[src/rtl/core/pmpa_pkg.sv]
// Shared types and constants of the paged memory with page allocator.
// Request, status and controller state codes, plus default geometry.
// No dependencies.
package pmpa_pkg;

	localparam int PAGE_BYTES_DEF = 256;
	localparam int NUM_PAGES_DEF  = 64;
	// byte address in page 0 where the table pointer of process 0 sits
	localparam int TBL_PTR_BASE   = 64;

	typedef enum logic [1:0] {
		REQ_NEW   = 2'd0,
		REQ_KILL  = 2'd1,
		REQ_STORE = 2'd2,
		REQ_LOAD  = 2'd3
	} req_t;

	typedef enum logic [1:0] {
		STAT_OK      = 2'd0,
		STAT_NO_TBL  = 2'd1,
		STAT_NO_DATA = 2'd2
	} status_t;

	typedef enum logic [3:0] {
		S_IDLE,
		S_TBL_WAIT,
		S_PTE_WAIT,
		S_DATA_WAIT,
		S_KILL_RD,
		S_KILL_CHK,
		S_KILL_TBL,
		S_ALLOC_RD,
		S_ALLOC_CHK,
		S_NP_PTR,
		S_NP_PTE
	} state_t;

endpackage

[src/rtl/core/pmpa_ctrl.sv]
// Request sequencer: allocator scan, kill walk and address translation.
// Drives the single memory port of pmpa_mem; one access per cycle.
// Depends on pmpa_pkg for codes and states.
module pmpa_ctrl #(
	parameter int PAGE_BYTES = pmpa_pkg::PAGE_BYTES_DEF,
	parameter int NUM_PAGES  = pmpa_pkg::NUM_PAGES_DEF,
	parameter int AW         = $clog2(PAGE_BYTES * NUM_PAGES)
) (
	input  logic          clk,
	input  logic          arst_n,
	input  logic          start,
	output logic          busy,
	input  logic [1:0]    req_type,
	input  logic [5:0]    pid,
	input  logic [7:0]    npages,
	input  logic [15:0]   vaddr,
	input  logic [7:0]    store_data,
	output logic          done,
	output logic [AW-1:0] xlat_addr,
	output logic [7:0]    read_data,
	output logic [1:0]    status,
	output logic          mem_we,
	output logic [AW-1:0] mem_addr,
	output logic [7:0]    mem_wdata,
	input  logic [7:0]    mem_rdata,
	input  logic          mem_ready
);
	import pmpa_pkg::*;

	localparam int PBW = $clog2(PAGE_BYTES);
	localparam int PW  = $clog2(NUM_PAGES);

	state_t          state_q, state_d;
	logic [1:0]      req_q;
	logic [5:0]      proc_q;
	logic [7:0]      cnt_q;
	logic [15:0]     va_q;
	logic [7:0]      data_q;
	logic [7:0]      tbl_q, tbl_d;
	logic [7:0]      pg_q, pg_d;
	logic [PW-1:0]   scan_q, scan_d;
	logic [7:0]      pte_q, pte_d;
	logic [PBW-1:0]  kidx_q, kidx_d;
	logic            alloc_tbl_q, alloc_tbl_d;
	logic [AW-1:0]   pa_q, pa_d;
	logic            accept;
	logic            fin;
	status_t         fin_status;
	logic [AW-1:0]   fin_pa;
	logic [7:0]      fin_rd;
	logic [AW-1:0]   xl_addr;
	logic            done_q;
	logic [AW-1:0]   xlat_addr_q;
	logic [7:0]      read_data_q;
	logic [1:0]      status_q;

	// page base plus offset, wrapped to the memory size
	function automatic logic [AW-1:0] addr_of(input logic [7:0] base,
	                                          input logic [AW-1:0] off);
		return (AW'(base) << PBW) + off;
	endfunction

	assign accept = start && !busy;
	assign busy   = (state_q != S_IDLE) || !mem_ready;

	always_comb begin
		state_d     = state_q;
		tbl_d       = tbl_q;
		pg_d        = pg_q;
		scan_d      = scan_q;
		pte_d       = pte_q;
		kidx_d      = kidx_q;
		alloc_tbl_d = alloc_tbl_q;
		pa_d        = pa_q;
		mem_we      = 1'b0;
		mem_addr    = '0;
		mem_wdata   = '0;
		fin         = 1'b0;
		fin_status  = STAT_OK;
		fin_pa      = '0;
		fin_rd      = '0;
		xl_addr     = addr_of(mem_rdata, AW'(va_q[7:0]));
		unique case (state_q)
			S_IDLE: begin
				if (accept) begin
					if (req_type == REQ_NEW) begin
						mem_addr    = AW'(1);
						scan_d      = PW'(1);
						alloc_tbl_d = 1'b1;
						state_d     = S_ALLOC_CHK;
					end else begin
						mem_addr = AW'(TBL_PTR_BASE) + AW'(pid);
						state_d  = S_TBL_WAIT;
					end
				end
			end
			S_TBL_WAIT: begin
				tbl_d = mem_rdata;
				if (req_q == REQ_KILL) begin
					mem_addr = addr_of(mem_rdata, '0);
					kidx_d   = '0;
					state_d  = S_KILL_CHK;
				end else begin
					mem_addr = addr_of(mem_rdata, AW'(va_q[15:8]));
					state_d  = S_PTE_WAIT;
				end
			end
			S_PTE_WAIT: begin
				mem_addr = xl_addr;
				pa_d     = xl_addr;
				if (req_q == REQ_STORE) begin
					mem_we    = 1'b1;
					mem_wdata = data_q;
					fin       = 1'b1;
					fin_pa    = xl_addr;
					state_d   = S_IDLE;
				end else begin
					state_d = S_DATA_WAIT;
				end
			end
			S_DATA_WAIT: begin
				fin     = 1'b1;
				fin_pa  = pa_q;
				fin_rd  = mem_rdata;
				state_d = S_IDLE;
			end
			S_KILL_RD: begin
				mem_addr = addr_of(tbl_q, AW'(kidx_q));
				state_d  = S_KILL_CHK;
			end
			S_KILL_CHK: begin
				// a free uses the port, so the next entry's read is issued from S_KILL_RD
				if (mem_rdata != '0 && mem_rdata < 8'(NUM_PAGES)) begin
					mem_we    = 1'b1;
					mem_addr  = AW'(mem_rdata);
					mem_wdata = '0;
					if (kidx_q == PBW'(PAGE_BYTES - 1)) begin
						state_d = S_KILL_TBL;
					end else begin
						kidx_d  = kidx_q + 1'b1;
						state_d = S_KILL_RD;
					end
				end else if (kidx_q == PBW'(PAGE_BYTES - 1)) begin
					state_d = S_KILL_TBL;
				end else begin
					kidx_d   = kidx_q + 1'b1;
					mem_addr = addr_of(tbl_q, AW'(PBW'(kidx_q + 1'b1)));
				end
			end
			S_KILL_TBL: begin
				if (tbl_q < 8'(NUM_PAGES)) begin
					mem_we    = 1'b1;
					mem_addr  = AW'(tbl_q);
					mem_wdata = '0;
				end
				fin     = 1'b1;
				state_d = S_IDLE;
			end
			S_ALLOC_RD: begin
				mem_addr = AW'(scan_q);
				state_d  = S_ALLOC_CHK;
			end
			S_ALLOC_CHK: begin
				if (mem_rdata == '0) begin
					mem_we    = 1'b1;
					mem_addr  = AW'(scan_q);
					mem_wdata = 8'd1;
					if (alloc_tbl_q) begin
						tbl_d   = 8'(scan_q);
						state_d = S_NP_PTR;
					end else begin
						pg_d    = 8'(scan_q);
						state_d = S_NP_PTE;
					end
				end else if (scan_q == PW'(NUM_PAGES - 1)) begin
					fin        = 1'b1;
					fin_status = alloc_tbl_q ? STAT_NO_TBL : STAT_NO_DATA;
					state_d    = S_IDLE;
				end else begin
					scan_d   = scan_q + 1'b1;
					mem_addr = AW'(PW'(scan_q + 1'b1));
				end
			end
			S_NP_PTR: begin
				mem_we    = 1'b1;
				mem_addr  = AW'(TBL_PTR_BASE) + AW'(proc_q);
				mem_wdata = tbl_q;
				if (cnt_q == '0) begin
					fin     = 1'b1;
					state_d = S_IDLE;
				end else begin
					pte_d       = '0;
					scan_d      = PW'(1);
					alloc_tbl_d = 1'b0;
					state_d     = S_ALLOC_RD;
				end
			end
			S_NP_PTE: begin
				mem_we    = 1'b1;
				mem_addr  = addr_of(tbl_q, AW'(pte_q));
				mem_wdata = pg_q;
				if (pte_q == cnt_q - 1'b1) begin
					fin     = 1'b1;
					state_d = S_IDLE;
				end else begin
					pte_d   = pte_q + 1'b1;
					scan_d  = PW'(1);
					state_d = S_ALLOC_RD;
				end
			end
			default: state_d = S_IDLE;
		endcase
	end

	always_ff @(posedge clk or negedge arst_n) begin
		if (!arst_n) begin
			state_q <= S_IDLE;
			done_q  <= 1'b0;
		end else begin
			state_q <= state_d;
			done_q  <= fin;
		end
	end

	always_ff @(posedge clk) begin
		if (accept) begin
			req_q  <= req_type;
			proc_q <= pid;
			cnt_q  <= npages;
			va_q   <= vaddr;
			data_q <= store_data;
		end
		tbl_q       <= tbl_d;
		pg_q        <= pg_d;
		scan_q      <= scan_d;
		pte_q       <= pte_d;
		kidx_q      <= kidx_d;
		alloc_tbl_q <= alloc_tbl_d;
		pa_q        <= pa_d;
		if (fin) begin
			xlat_addr_q <= fin_pa;
			read_data_q <= fin_rd;
			status_q    <= fin_status;
		end
	end

	assign done      = done_q;
	assign xlat_addr = xlat_addr_q;
	assign read_data = read_data_q;
	assign status    = status_q;

	a_no_wr_in_clear: assert property (@(posedge clk) disable iff (!arst_n)
		mem_we |-> mem_ready)
		else $error("memory write during clearing pass");

	a_done_pulse: assert property (@(posedge clk) disable iff (!arst_n)
		done_q |=> !done_q)
		else $error("result strobe longer than one cycle");

	a_alloc_mark: assert property (@(posedge clk) disable iff (!arst_n)
		(state_q == S_ALLOC_CHK && mem_we) |->
			(mem_wdata == 8'd1 && mem_addr < AW'(NUM_PAGES) && mem_addr != '0))
		else $error("allocator marked a byte outside the free map");

	a_rdata_load_only: assert property (@(posedge clk) disable iff (!arst_n)
		(done_q && req_q != REQ_LOAD) |-> (read_data_q == '0))
		else $error("read data on a non-load result");

endmodule

[config.mk]
export PLATFORM = sky130hd
export DESIGN_NAME = pmpa_ctrl
export DESIGN_NICKNAME = d
export VERILOG_FILES = /design/src/rtl/core/pmpa_pkg.sv /design/src/rtl/core/pmpa_ctrl.sv
export SDC_FILE = /design/constraint.sdc
export NUM_CORES = 1
export LEC_CHECK = 0
export BUFFER_PORTS_ARGS = -buffer_cell sky130_fd_sc_hd__buf_2
export CAP_MARGIN = 20
export CORE_MARGIN = 2
export CORE_UTILIZATION = 30
export CTS_CLUSTER_SIZE = 16
export DETAILED_ROUTE_END_ITERATION = 10
export PLACE_DENSITY_LB_ADDON = 0.25
export SKIP_LAST_GASP = 1
export SLEW_MARGIN = 40
export SYNTH_ARGS = -nofsm -noshare
export SYNTH_HDL_FRONTEND = slang
export SYNTH_SLANG_ARGS = --single-unit
export TNS_END_PERCENT = 100
[constraint.sdc]
create_clock -name clk -period 6.4 [get_ports clk]
set_input_delay 0.32 -clock clk [delete_from_list [all_inputs] [get_ports clk]]
set_output_delay 0.32 -clock clk [all_outputs]
set_load 0.01 [all_outputs]
* Word level (Yosys, flattened, before mapping)
Index checks and enable logic that the tools add are counted.
** Storage, ports and cells
- Register bits after elaboration :: 120
- Bits of input ports :: 52
** Cells by class
- $add $sub $neg :: 11
- Magnitude comparators :: 2
- Eq/ne operators :: 27
- Multiplexer cells :: 58
- Bitwise logic cells :: 3
- Reduce and logical (&&, ||, !) cells :: 26
** Operators with widths (number)
- one-hot mux 14 bit (10 select lines) :: 1
- 2-to-1 mux 8 bit :: 10
- adder 14 x 8 -> 14 bit :: 5
- 2-to-1 mux 14 bit :: 4
- 2-to-1 mux 6 bit :: 8
- one-hot mux 8 bit (2 select lines) :: 3
- one-hot mux 4 bit (9 select lines) :: 1
- one-hot mux 8 bit (4 select lines) :: 1
- one-hot mux 14 bit (2 select lines) :: 1
- 2-to-1 mux 4 bit :: 6
- one-hot mux 6 bit (4 select lines) :: 1
- != test 2 bit (second input constant) :: 10
- adder 7 x 6 -> 8 bit (first input constant) :: 2
- adder 8 x 1 -> 8 bit (second input constant) :: 2
- equality test 4 x 3 -> 1 bit (second input constant) :: 4
- zero test 8 bit :: 2
- less-than comparator 8 x 7 -> 1 bit (second input constant) :: 2
- AND reduction 3 bit :: 5
- equality test 4 bit (second input constant) :: 3
- 2-to-1 mux 1 bit :: 12
- one-hot mux 1 bit (5 select lines) :: 2
- 2-to-1 mux 3 bit :: 3
- equality test 4 x 2 -> 1 bit (second input constant) :: 2
- equality test 8 bit :: 1
- 23 further kinds :: 36

* Depth between registers and ports, before layout
Gate-level depths: netlist of run 1.
- Word-level depth :: 6
- Gate-level depth with buffers :: 8
- Depth with buffers taken out :: 8

* Worst setup path before layout of run 1
OpenSTA, ideal clock, no wires.
- Kind :: register to register
- From :: register cnt_q[0]
- To :: register read_data_q[0] (netlist: read_data[0]), enable pin
- Library setup time :: 0.382 ns
- Data arrival time :: 2.617 ns
- Slack :: 3.401 ns
- Stages on the path, launching flop included :: 9
- Cell sequence :: edfxtp_1 inv_1 ha_1 or3b_1 or4_1 a211oi_1 o311ai_2 nand2_1 or4_1
** Between the ends
- Cells in the longest elaborated chain, start to end :: 4
- Elaborated cells between the ends (all ways) :: 6
- Classes of those cells :: 1 x add/sub; 1 x eq/ne; 3 x mux; 1 x reduce/logical
** RTL lines
- from (decl) :: RTL line pmpa_ctrl.sv:36 : logic [7:0] cnt_q;
- from (signal assigned) :: RTL line pmpa_ctrl.sv:229 : cnt_q <= npages;
- subtractor 8 x 1 -> 8 bit :: RTL line pmpa_ctrl.sv:202 : if (pte_q == cnt_q - 1'b1) begin
- equality test 8 bit :: RTL line pmpa_ctrl.sv:202
- 2-to-1 mux 1 bit :: RTL line pmpa_ctrl.sv:202
- one-hot mux 1 bit (5 select lines) * :: RTL line pmpa_ctrl.sv:83 : unique case (state_q)
- net fin :: RTL line pmpa_ctrl.sv:47 : logic fin;
- to (signal assigned) :: RTL line pmpa_ctrl.sv:242 : read_data_q <= fin_rd;
- to (decl) :: RTL line pmpa_ctrl.sv:54 : logic [7:0] read_data_q;
The timed path passes the listed nets; every way through them passes the cells marked *.
A chain may end at the register's enable or synchronous reset.

* Final worst setup path of run 1
- From :: register state_q[3]
- To :: output port mem_addr[3]
** Between the ends
- Cells in the longest elaborated chain, start to end :: 6
- Elaborated cells between the ends (all ways) :: 16
- Classes of those cells :: 9 x eq/ne; 2 x mux; 5 x reduce/logical
** RTL lines
- from (decl) :: RTL line pmpa_ctrl.sv:33 : state_t state_q, state_d;
- from (signal assigned) :: RTL line pmpa_ctrl.sv:220 : state_q <= state_d;
- nonzero test 4 bit :: RTL line pmpa_ctrl.sv:64 : assign busy = (state_q != S_IDLE) || !mem_ready;
- logical OR 1 bit :: RTL line pmpa_ctrl.sv:64
- zero test 1 bit :: RTL line pmpa_ctrl.sv:63 : assign accept = start && !busy;
- logical AND 1 bit :: RTL line pmpa_ctrl.sv:63
- 2-to-1 mux 8 bit :: RTL line pmpa_ctrl.sv:85 : if (accept) begin
- one-hot mux 14 bit (10 select lines) * :: RTL line pmpa_ctrl.sv:83
- to (decl) :: RTL line pmpa_ctrl.sv:23 : output logic [AW-1:0] mem_addr,
Mark *: on every way between the ends. The rest lies on a longest branch, timed or not.

==> impl_metrics.toml, run 1 <==
[status]
outcome = "finished clean"

[sta]
worst_slack_ps = 2685
slew_violations = 0
fin_skew_ps = 8.018
whs_ps = 76.61
relSlewSlack_pct = 43.76
period_needed_ps = 3715
post-route-period-util_pct = 58.04
setup_violations = 0
fmax_mhz = 269.2
tightestPinTransition_ps = 843.5
rsz0062_at_grt = "false"
hold_violations = 0
fin_tns_setup_ps = 0

[route]
wl_met3_um = 1023
routed_wl_um = 17430
wl_met2_um = 8209
drtIter0Drc = 353
wl_per_cell_um = 21.23
num_vias = 4437
dr.pass1.iters = 7
postRouteAntennaNets = 0
top_layer = "met4"
viasPerCell = 5.404
wl_met1_um = 7949
drc = 0

[clock_network]
clkSlewWorstSetupHoldPaths_ps = 50
cts_made_buffers = 17
clock_latency_ps = 420
post_cts_resized = 0
cts-root-buf = "clkbuf_16"
clock_sinks = 120
htreeDepth = 4
cts_tree = "yes"
cts.path.max_buffers = 2

[synth]
synth_top_family_by_area = "simple AND/OR/NAND/NOR gates"
yosys.area_share.xor_xnor_pct = 3.675
ys_ff_latch = 120
synthMuxAreaShare_pct = 0.3500
synth_compound_area_share_pct = 13.91
synthesis.nets = 524
yosysTopAreaCellShare_pct = 60.38
netlist_area_sq_um = 5719
syn-instance-count = 468
yosys.area.top_type = "edfxtp_1"
async_flop_share_pct = 4.167
synth_edf_count = 115
synth_simple_gate_area_share_pct = 16.15
synth.area.top_cells = "edfxtp_1 (60%), nand2_1 (3.0%), nor2_1 (2.9%)"
yosys_warnings = 0
synth.yosys.seq_area_share_pct = 62.57
synth_area_per_cell_sq_um = 12.22
synth_flop_cell = "edfxtp_1"
synth_fa_ha_area_share_pct = 0.8751
synth_cell_types = 59

[worst_setup_path]
rrSetupSlack_ps = 3010
end_kind = "primary output"
worst_ep_arrival_time_ps = 3390
max_stage_delay_ps = 830
start_kind = "register"
worst-setup-path-type = "reg -> out"
worst_path_max_delay_cell = "dfrtp_1"
crit_path_cell_trace = "nand2b_1 -> or3_1 -> or3_1 -> nor2_1 -> nor3b_1 -> o21ai_0 -> buf_2"
crit_buf_inv = 1
path_max_fanout = 22
cp.required_ps = 6080
crit_path_frequent_cell = "or3_1"
cp_top_family = "simple AND/OR/NAND/NOR gates"

[finish]
antenna_cells = 0
area_growth_pct = 24.00
fillers = 1820
layout-drive-gt1-share_pct = 25.21
nets = 631

[min_path]
hold_path.class = "in -> reg"

[pwr]
switching_power_uw = 996.6
intPower_mw = 1.910
swShare_pct = 34.29
ir_drop_v = 0.0001642
leakage_nw = 2.655
combPwrFrac_pct = 27.5
p_per_area_nw_per_um2 = 409.8
pwr-share-clk_pct = 30.6
sequentialPowerShare_pct = 41.9

[placed_design]
io_buffers = 100
hpwl_um = 12690
preCtsSetupSlack_ps = 2966
gp_congestion = 0.9158

[global_routing]
grt_overflow = 0
grt_max_degree = 27
grt_pass1_vias = 4351
grtUsageTotal_pct = 17.50
grt_antenna_before_repair = 0
grt_pass1_wl_um = 25960

[floorplan]
start_util_pct = 30.58
rows = 50
die_area_sq_um = 20180
die-height_um = 142.1
fp.dieW_um = 142.1
core_area_sq_um = 18710
io_pins = 101

[flow_run]
maxCapViolations = 0
cells in the mapped netlist, types with 6 or more instances:
cell type / instances
a22oi_1: 12
nand3_1: 15
o21ai_0: 9
nand2b_1: 9
or3_1: 6
nor2_1: 44
inv_1: 14
nor3_1: 15
and3_1: 7
a21oi_1: 12
xnor2_1: 13
xor2_1: 11
clkbuf_1: 14
a222oi_1: 9
a32o_1: 9
edfxtp_1: 115
and2_1: 12
nand2_1: 45
a22o_1: 13
per-layer routing:
metal	GRT usage, %	up-vias
li1	-	2044
met1	23.85	2176
met2	27.87	204
met4	5.579	0
met5	0	-
met3	3.869	13
power groups by stage:
stage / Combinational, mW / Sequential (mW) / Clock (mW)
2_1_floorplan: 0.526 / 1.13 / 0
3_3_place_gp: 0.785 / 1.22 / 0
3_5_place_dp: 0.795 / 1.23 / 0
4_1_cts: 0.801 / 1.21 / 0.909
5_1_grt: 0.869 / 1.23 / 0.945
6_report: 0.800 / 1.22 / 0.889
placed cells by master, fill, tap and decap left out, types with 6 or more instances in the layout:
cell type / count
edfxtp_1: 115
buf_2: 100
nand2_1: 45
nor2_1: 44
clkbuf_16: 17
nand3_1: 15
inv_1: 14
xnor2_1: 13
a22o_1: 13
nor3_1: 12
a22oi_1: 12
a21oi_1: 12
and2_1: 12
xor2_1: 11
o21ai_0: 9
nand2b_1: 9
a32o_1: 9
a222oi_1: 9
buf_4: 9
and3_1: 7
or3_1: 6
kinds of logic (layout without fill, tap and decap cells):
| logic type | Yosys count | in the layout |
|---|---|---|
| AO/OA/AOI/OAI | 101 | 101 |
| XOR/XNOR | 24 | 24 |
| adder cells (fa/ha/maj) | 4 | 4 |
| buffers and inverters | 36 | 155 |
| flip-flops | 120 | 120 |
| multiplexers | 2 | 2 |
| AND/OR/NAND/NOR | 181 | 181 |
cell type report:
class	count	area (sq um)	share of cell area [%]
sequential	120	3580	50.48
multi-input combinational	312	2046	28.85
timing repair buffer	110	578.1	8.151
clock buffer	19	432.9	6.104
tap	234	292.8	4.128
clock inverter	12	110.1	1.553
inverter	14	52.55	0.7410
worst paths after layout:
kind | endpoint | start | cells after the start
max in group asynchronous | state_q[0] | arst_n | 2
min in group asynchronous | done | arst_n | 2
hold reg to reg | pa_q[6] | va_q[6] | 0
setup reg to reg | read_data[5] | state_q[2] | 5
hold / removal | cnt_q[1] | npages[1] | 1
setup / recovery | mem_addr[3] | state_q[3] | 7
timing repair:
item | 4_1_cts | 5_1_grt
hold endpoints to repair | 5 | 0
endpoints found under the setup margin | 0 | 0
hold buffers | 1 | 0
buffers inserted | 0 | 0
metrics by stage:
stage,cell area [sq um],power (mW),cells,util (%)
final,7092,2.906,821,37.91
after global routing,7092,3.049,821,37.91
after CTS,7086,2.923,821,37.88
after detailed placement,6533,2.021,789,34.92
after floorplan,5719,1.658,468,-
after global placement,6509,2.007,789,34.80
flip-flops by register name (all words and copies together) (netlist names), 2 cells and up:
name / cells
scan_q: 6
data_q: 8
state_q: 4
tbl_q: 8
status: 2
va_q: 16
pte_q: 8
read_data: 8
proc_q: 6
pg_q: 6
cnt_q: 8
kidx_q: 8
pa_q: 14
xlat_addr: 14
req_q: 2
worst reg2reg max path, cell delays in order (launching register included):
cell and delay, ps:
dfrtp_1 890, nand2b_1 260, or3_1 520, or3_1 280, nor2_1 50, or4_2 1010
Power figures use the tool's default switching activity.
==> run 2, diff against run 1 <==
==> constraint.sdc (replaced) <==
create_clock -name clk -period 3.5 [get_ports clk]
set_input_delay 0.175 -clock clk [delete_from_list [all_inputs] [get_ports clk]]
set_output_delay 0.175 -clock clk [all_outputs]
set_load 0.01 [all_outputs]
==> run 2 against run 1 <==
- sequential power grew 76%
- total power grew 90%
- worst setup slack lost 2400 ps
- clock power grew 92%
- routed wire length grew 3.2%
- hold slack lost 17 ps
- cell area grew 7.7%
- via count grew 5.8%
- first-iteration DRC count grew 20%
- sequential cell count is the same
- critical path depth grew 1
- clock skew grew 4.7 ps
- largest power group unchanged
==> impl_metrics.toml, run 2 (synthesis gave the netlist of run 1 again) <==
[sta]
setup_violations = 0
post-route-period-util_pct = 91.61
fin_tns_setup_ps = 0
hold_violations = 0
slew_violations = 0
relSlewSlack_pct = 50.90
fin_skew_ps = 12.73
rsz0062_at_grt = "false"
period_needed_ps = 3206
worst_slack_ps = 293.6
tightestPinTransition_ps = 736.5
fmax_mhz = 311.9

[finish]
final_cell_mix = "edfxtp_1 (115), buf_2 (100), nand2_1 (45), nor2_1 (44), dlygate4sd3_1 (41)"
nets = 688
largest_reg_flops = 16
area_growth_pct = 33.49
design_area_sq_um = 7635
layout_commonest_cell = "edfxtp_1"
layout-drive-gt1-share_pct = 24.81
top_register = "va_q"
antenna_cells = 0

[worst_setup_path]
cp_top_family = "simple AND/OR/NAND/NOR gates"
worst_ep_arrival_time_ps = 3030
path_max_fanout = 18
crit_buf_inv = 3
rrSetupSlack_ps = 540
max_stage_delay_ps = 650
worst-setup-path-type = "reg -> out"
start_kind = "register"
end_kind = "primary output"
crit_path_cell_trace = "nand2b_1 -> or3_1 -> buf_4 -> or3_1 -> inv_1 -> a21oi_1 -> o21ai_0 -> buf_2"
cp.required_ps = 3320
crit_path_frequent_cell = "or3_1"
worst_path_max_delay_cell = "dfrtp_1"

[floorplan]
die-height_um = 142.1
io_pins = 101
die_area_sq_um = 20180
fp.dieW_um = 142.1
start_util_pct = 30.58
rows = 50
core_area_sq_um = 18710

[route]
dr.pass1.iters = 5
viasPerCell = 5.339
postRouteAntennaNets = 0
routed_wl_um = 18000
num_vias = 4693
drc = 0
wl_per_cell_um = 20.47
drtIter0Drc = 424

[global_routing]
grt_overflow = 0
grt_pass1_wl_um = 27300
grt_use_met3_pct = 5.686
grt_antenna_before_repair = 0
grtUsageMet2_pct = 27.77
grt_max_degree = 27
grt.busiest_layer = "met2"
grtUsageTotal_pct = 18.25
grt_pass1_vias = 4754
met1_usage_pct = 24.48

[clock_network]
clock_sinks = 120
cts_tree = "yes"
clock_latency_ps = 420
cts-root-buf = "clkbuf_16"
htreeDepth = 4
post_cts_resized = 0
cts.path.max_buffers = 2
post_cts_buffers = 0
clkSlewWorstSetupHoldPaths_ps = 60
cts_hold_buf = 41
cts_made_buffers = 17

[placed_design]
gp_congestion = 0.9317
placed_area_sq_um = 6649
hpwl_um = 12990
io_buffers = 100
preCtsSetupSlack_ps = 541.3

[min_path]
hold_path.class = "in -> reg"

[pwr]
ir_drop_v = 0.0002995
leakage_nw = 2.919
p_per_area_nw_per_um2 = 723.2

[status]
outcome = "finished clean"

[flow_run]
maxCapViolations = 0
-- run 2: layer usage --
metal / wire, um / vias to the layer above / part of all wire (%)
met5: 0 / - / 0
met4: 495 / 0 / 2.8
met3: 1370 / 27 / 7.6
met2: 8084 / 210 / 45
met1: 8045 / 2303 / 45
li1: - / 2153 / -
-- run 2: metrics by stage --
| step | total power, mW | hold slack (ps) | util [%] | cells |
|---|---|---|---|---|
| floorplan | 3.031 | -120.6 | - | 468 |
| global placement | 3.780 | 4.974 | 35.55 | 806 |
| detailed placement | 3.792 | 9.034 | 35.55 | 806 |
| CTS | 5.549 | 46.85 | 40.79 | 879 |
| global route | 5.803 | 58.55 | 40.82 | 879 |
| finish | 5.521 | 59.47 | 40.82 | 879 |
-- run 2: final cells by class --
type / count / area [sq um]
Timing Repair Buffer: 167 / 1119
Inverter: 14 / 52.55
Fill cell: 1785 / 11070
Sequential cell: 120 / 3578
Multi-Input combinational cell: 312 / 2022
Clock inverter: 11 / 130.1
Clock buffer: 21 / 440.4
Tap cell: 234 / 292.8
-- run 2: power breakdown --
part	switching (mW)	leakage [nW]	total, mW	internal [mW]
combinational	1.00	1.53	1.66	0.658
clock	0.602	0.271	1.71	1.10
sequential	0.250	1.12	2.15	1.90
-- run 2: worst paths after layout --
path	startpoint	cells after the start	to
max	state_q[2]	8	mem_addr[3]
min	mem_rdata[7]	2	read_data[7]
max reg2reg	cnt_q[0]	9	xlat_addr[2]
min reg2reg	va_q[0]	0	pa_q[0]
max in group asynchronous	arst_n	2	state_q[2]
min in group asynchronous	arst_n	2	state_q[0]
-- run 2: worst reg2reg max path: cells and delay by family, from the launching register on --
kind | cells | cell delay [ps]
simple gates | 4 | 1130
compound gates | 2 | 460
flops | 1 | 430
buf+inv | 2 | 410
fa+ha+maj | 1 | 190
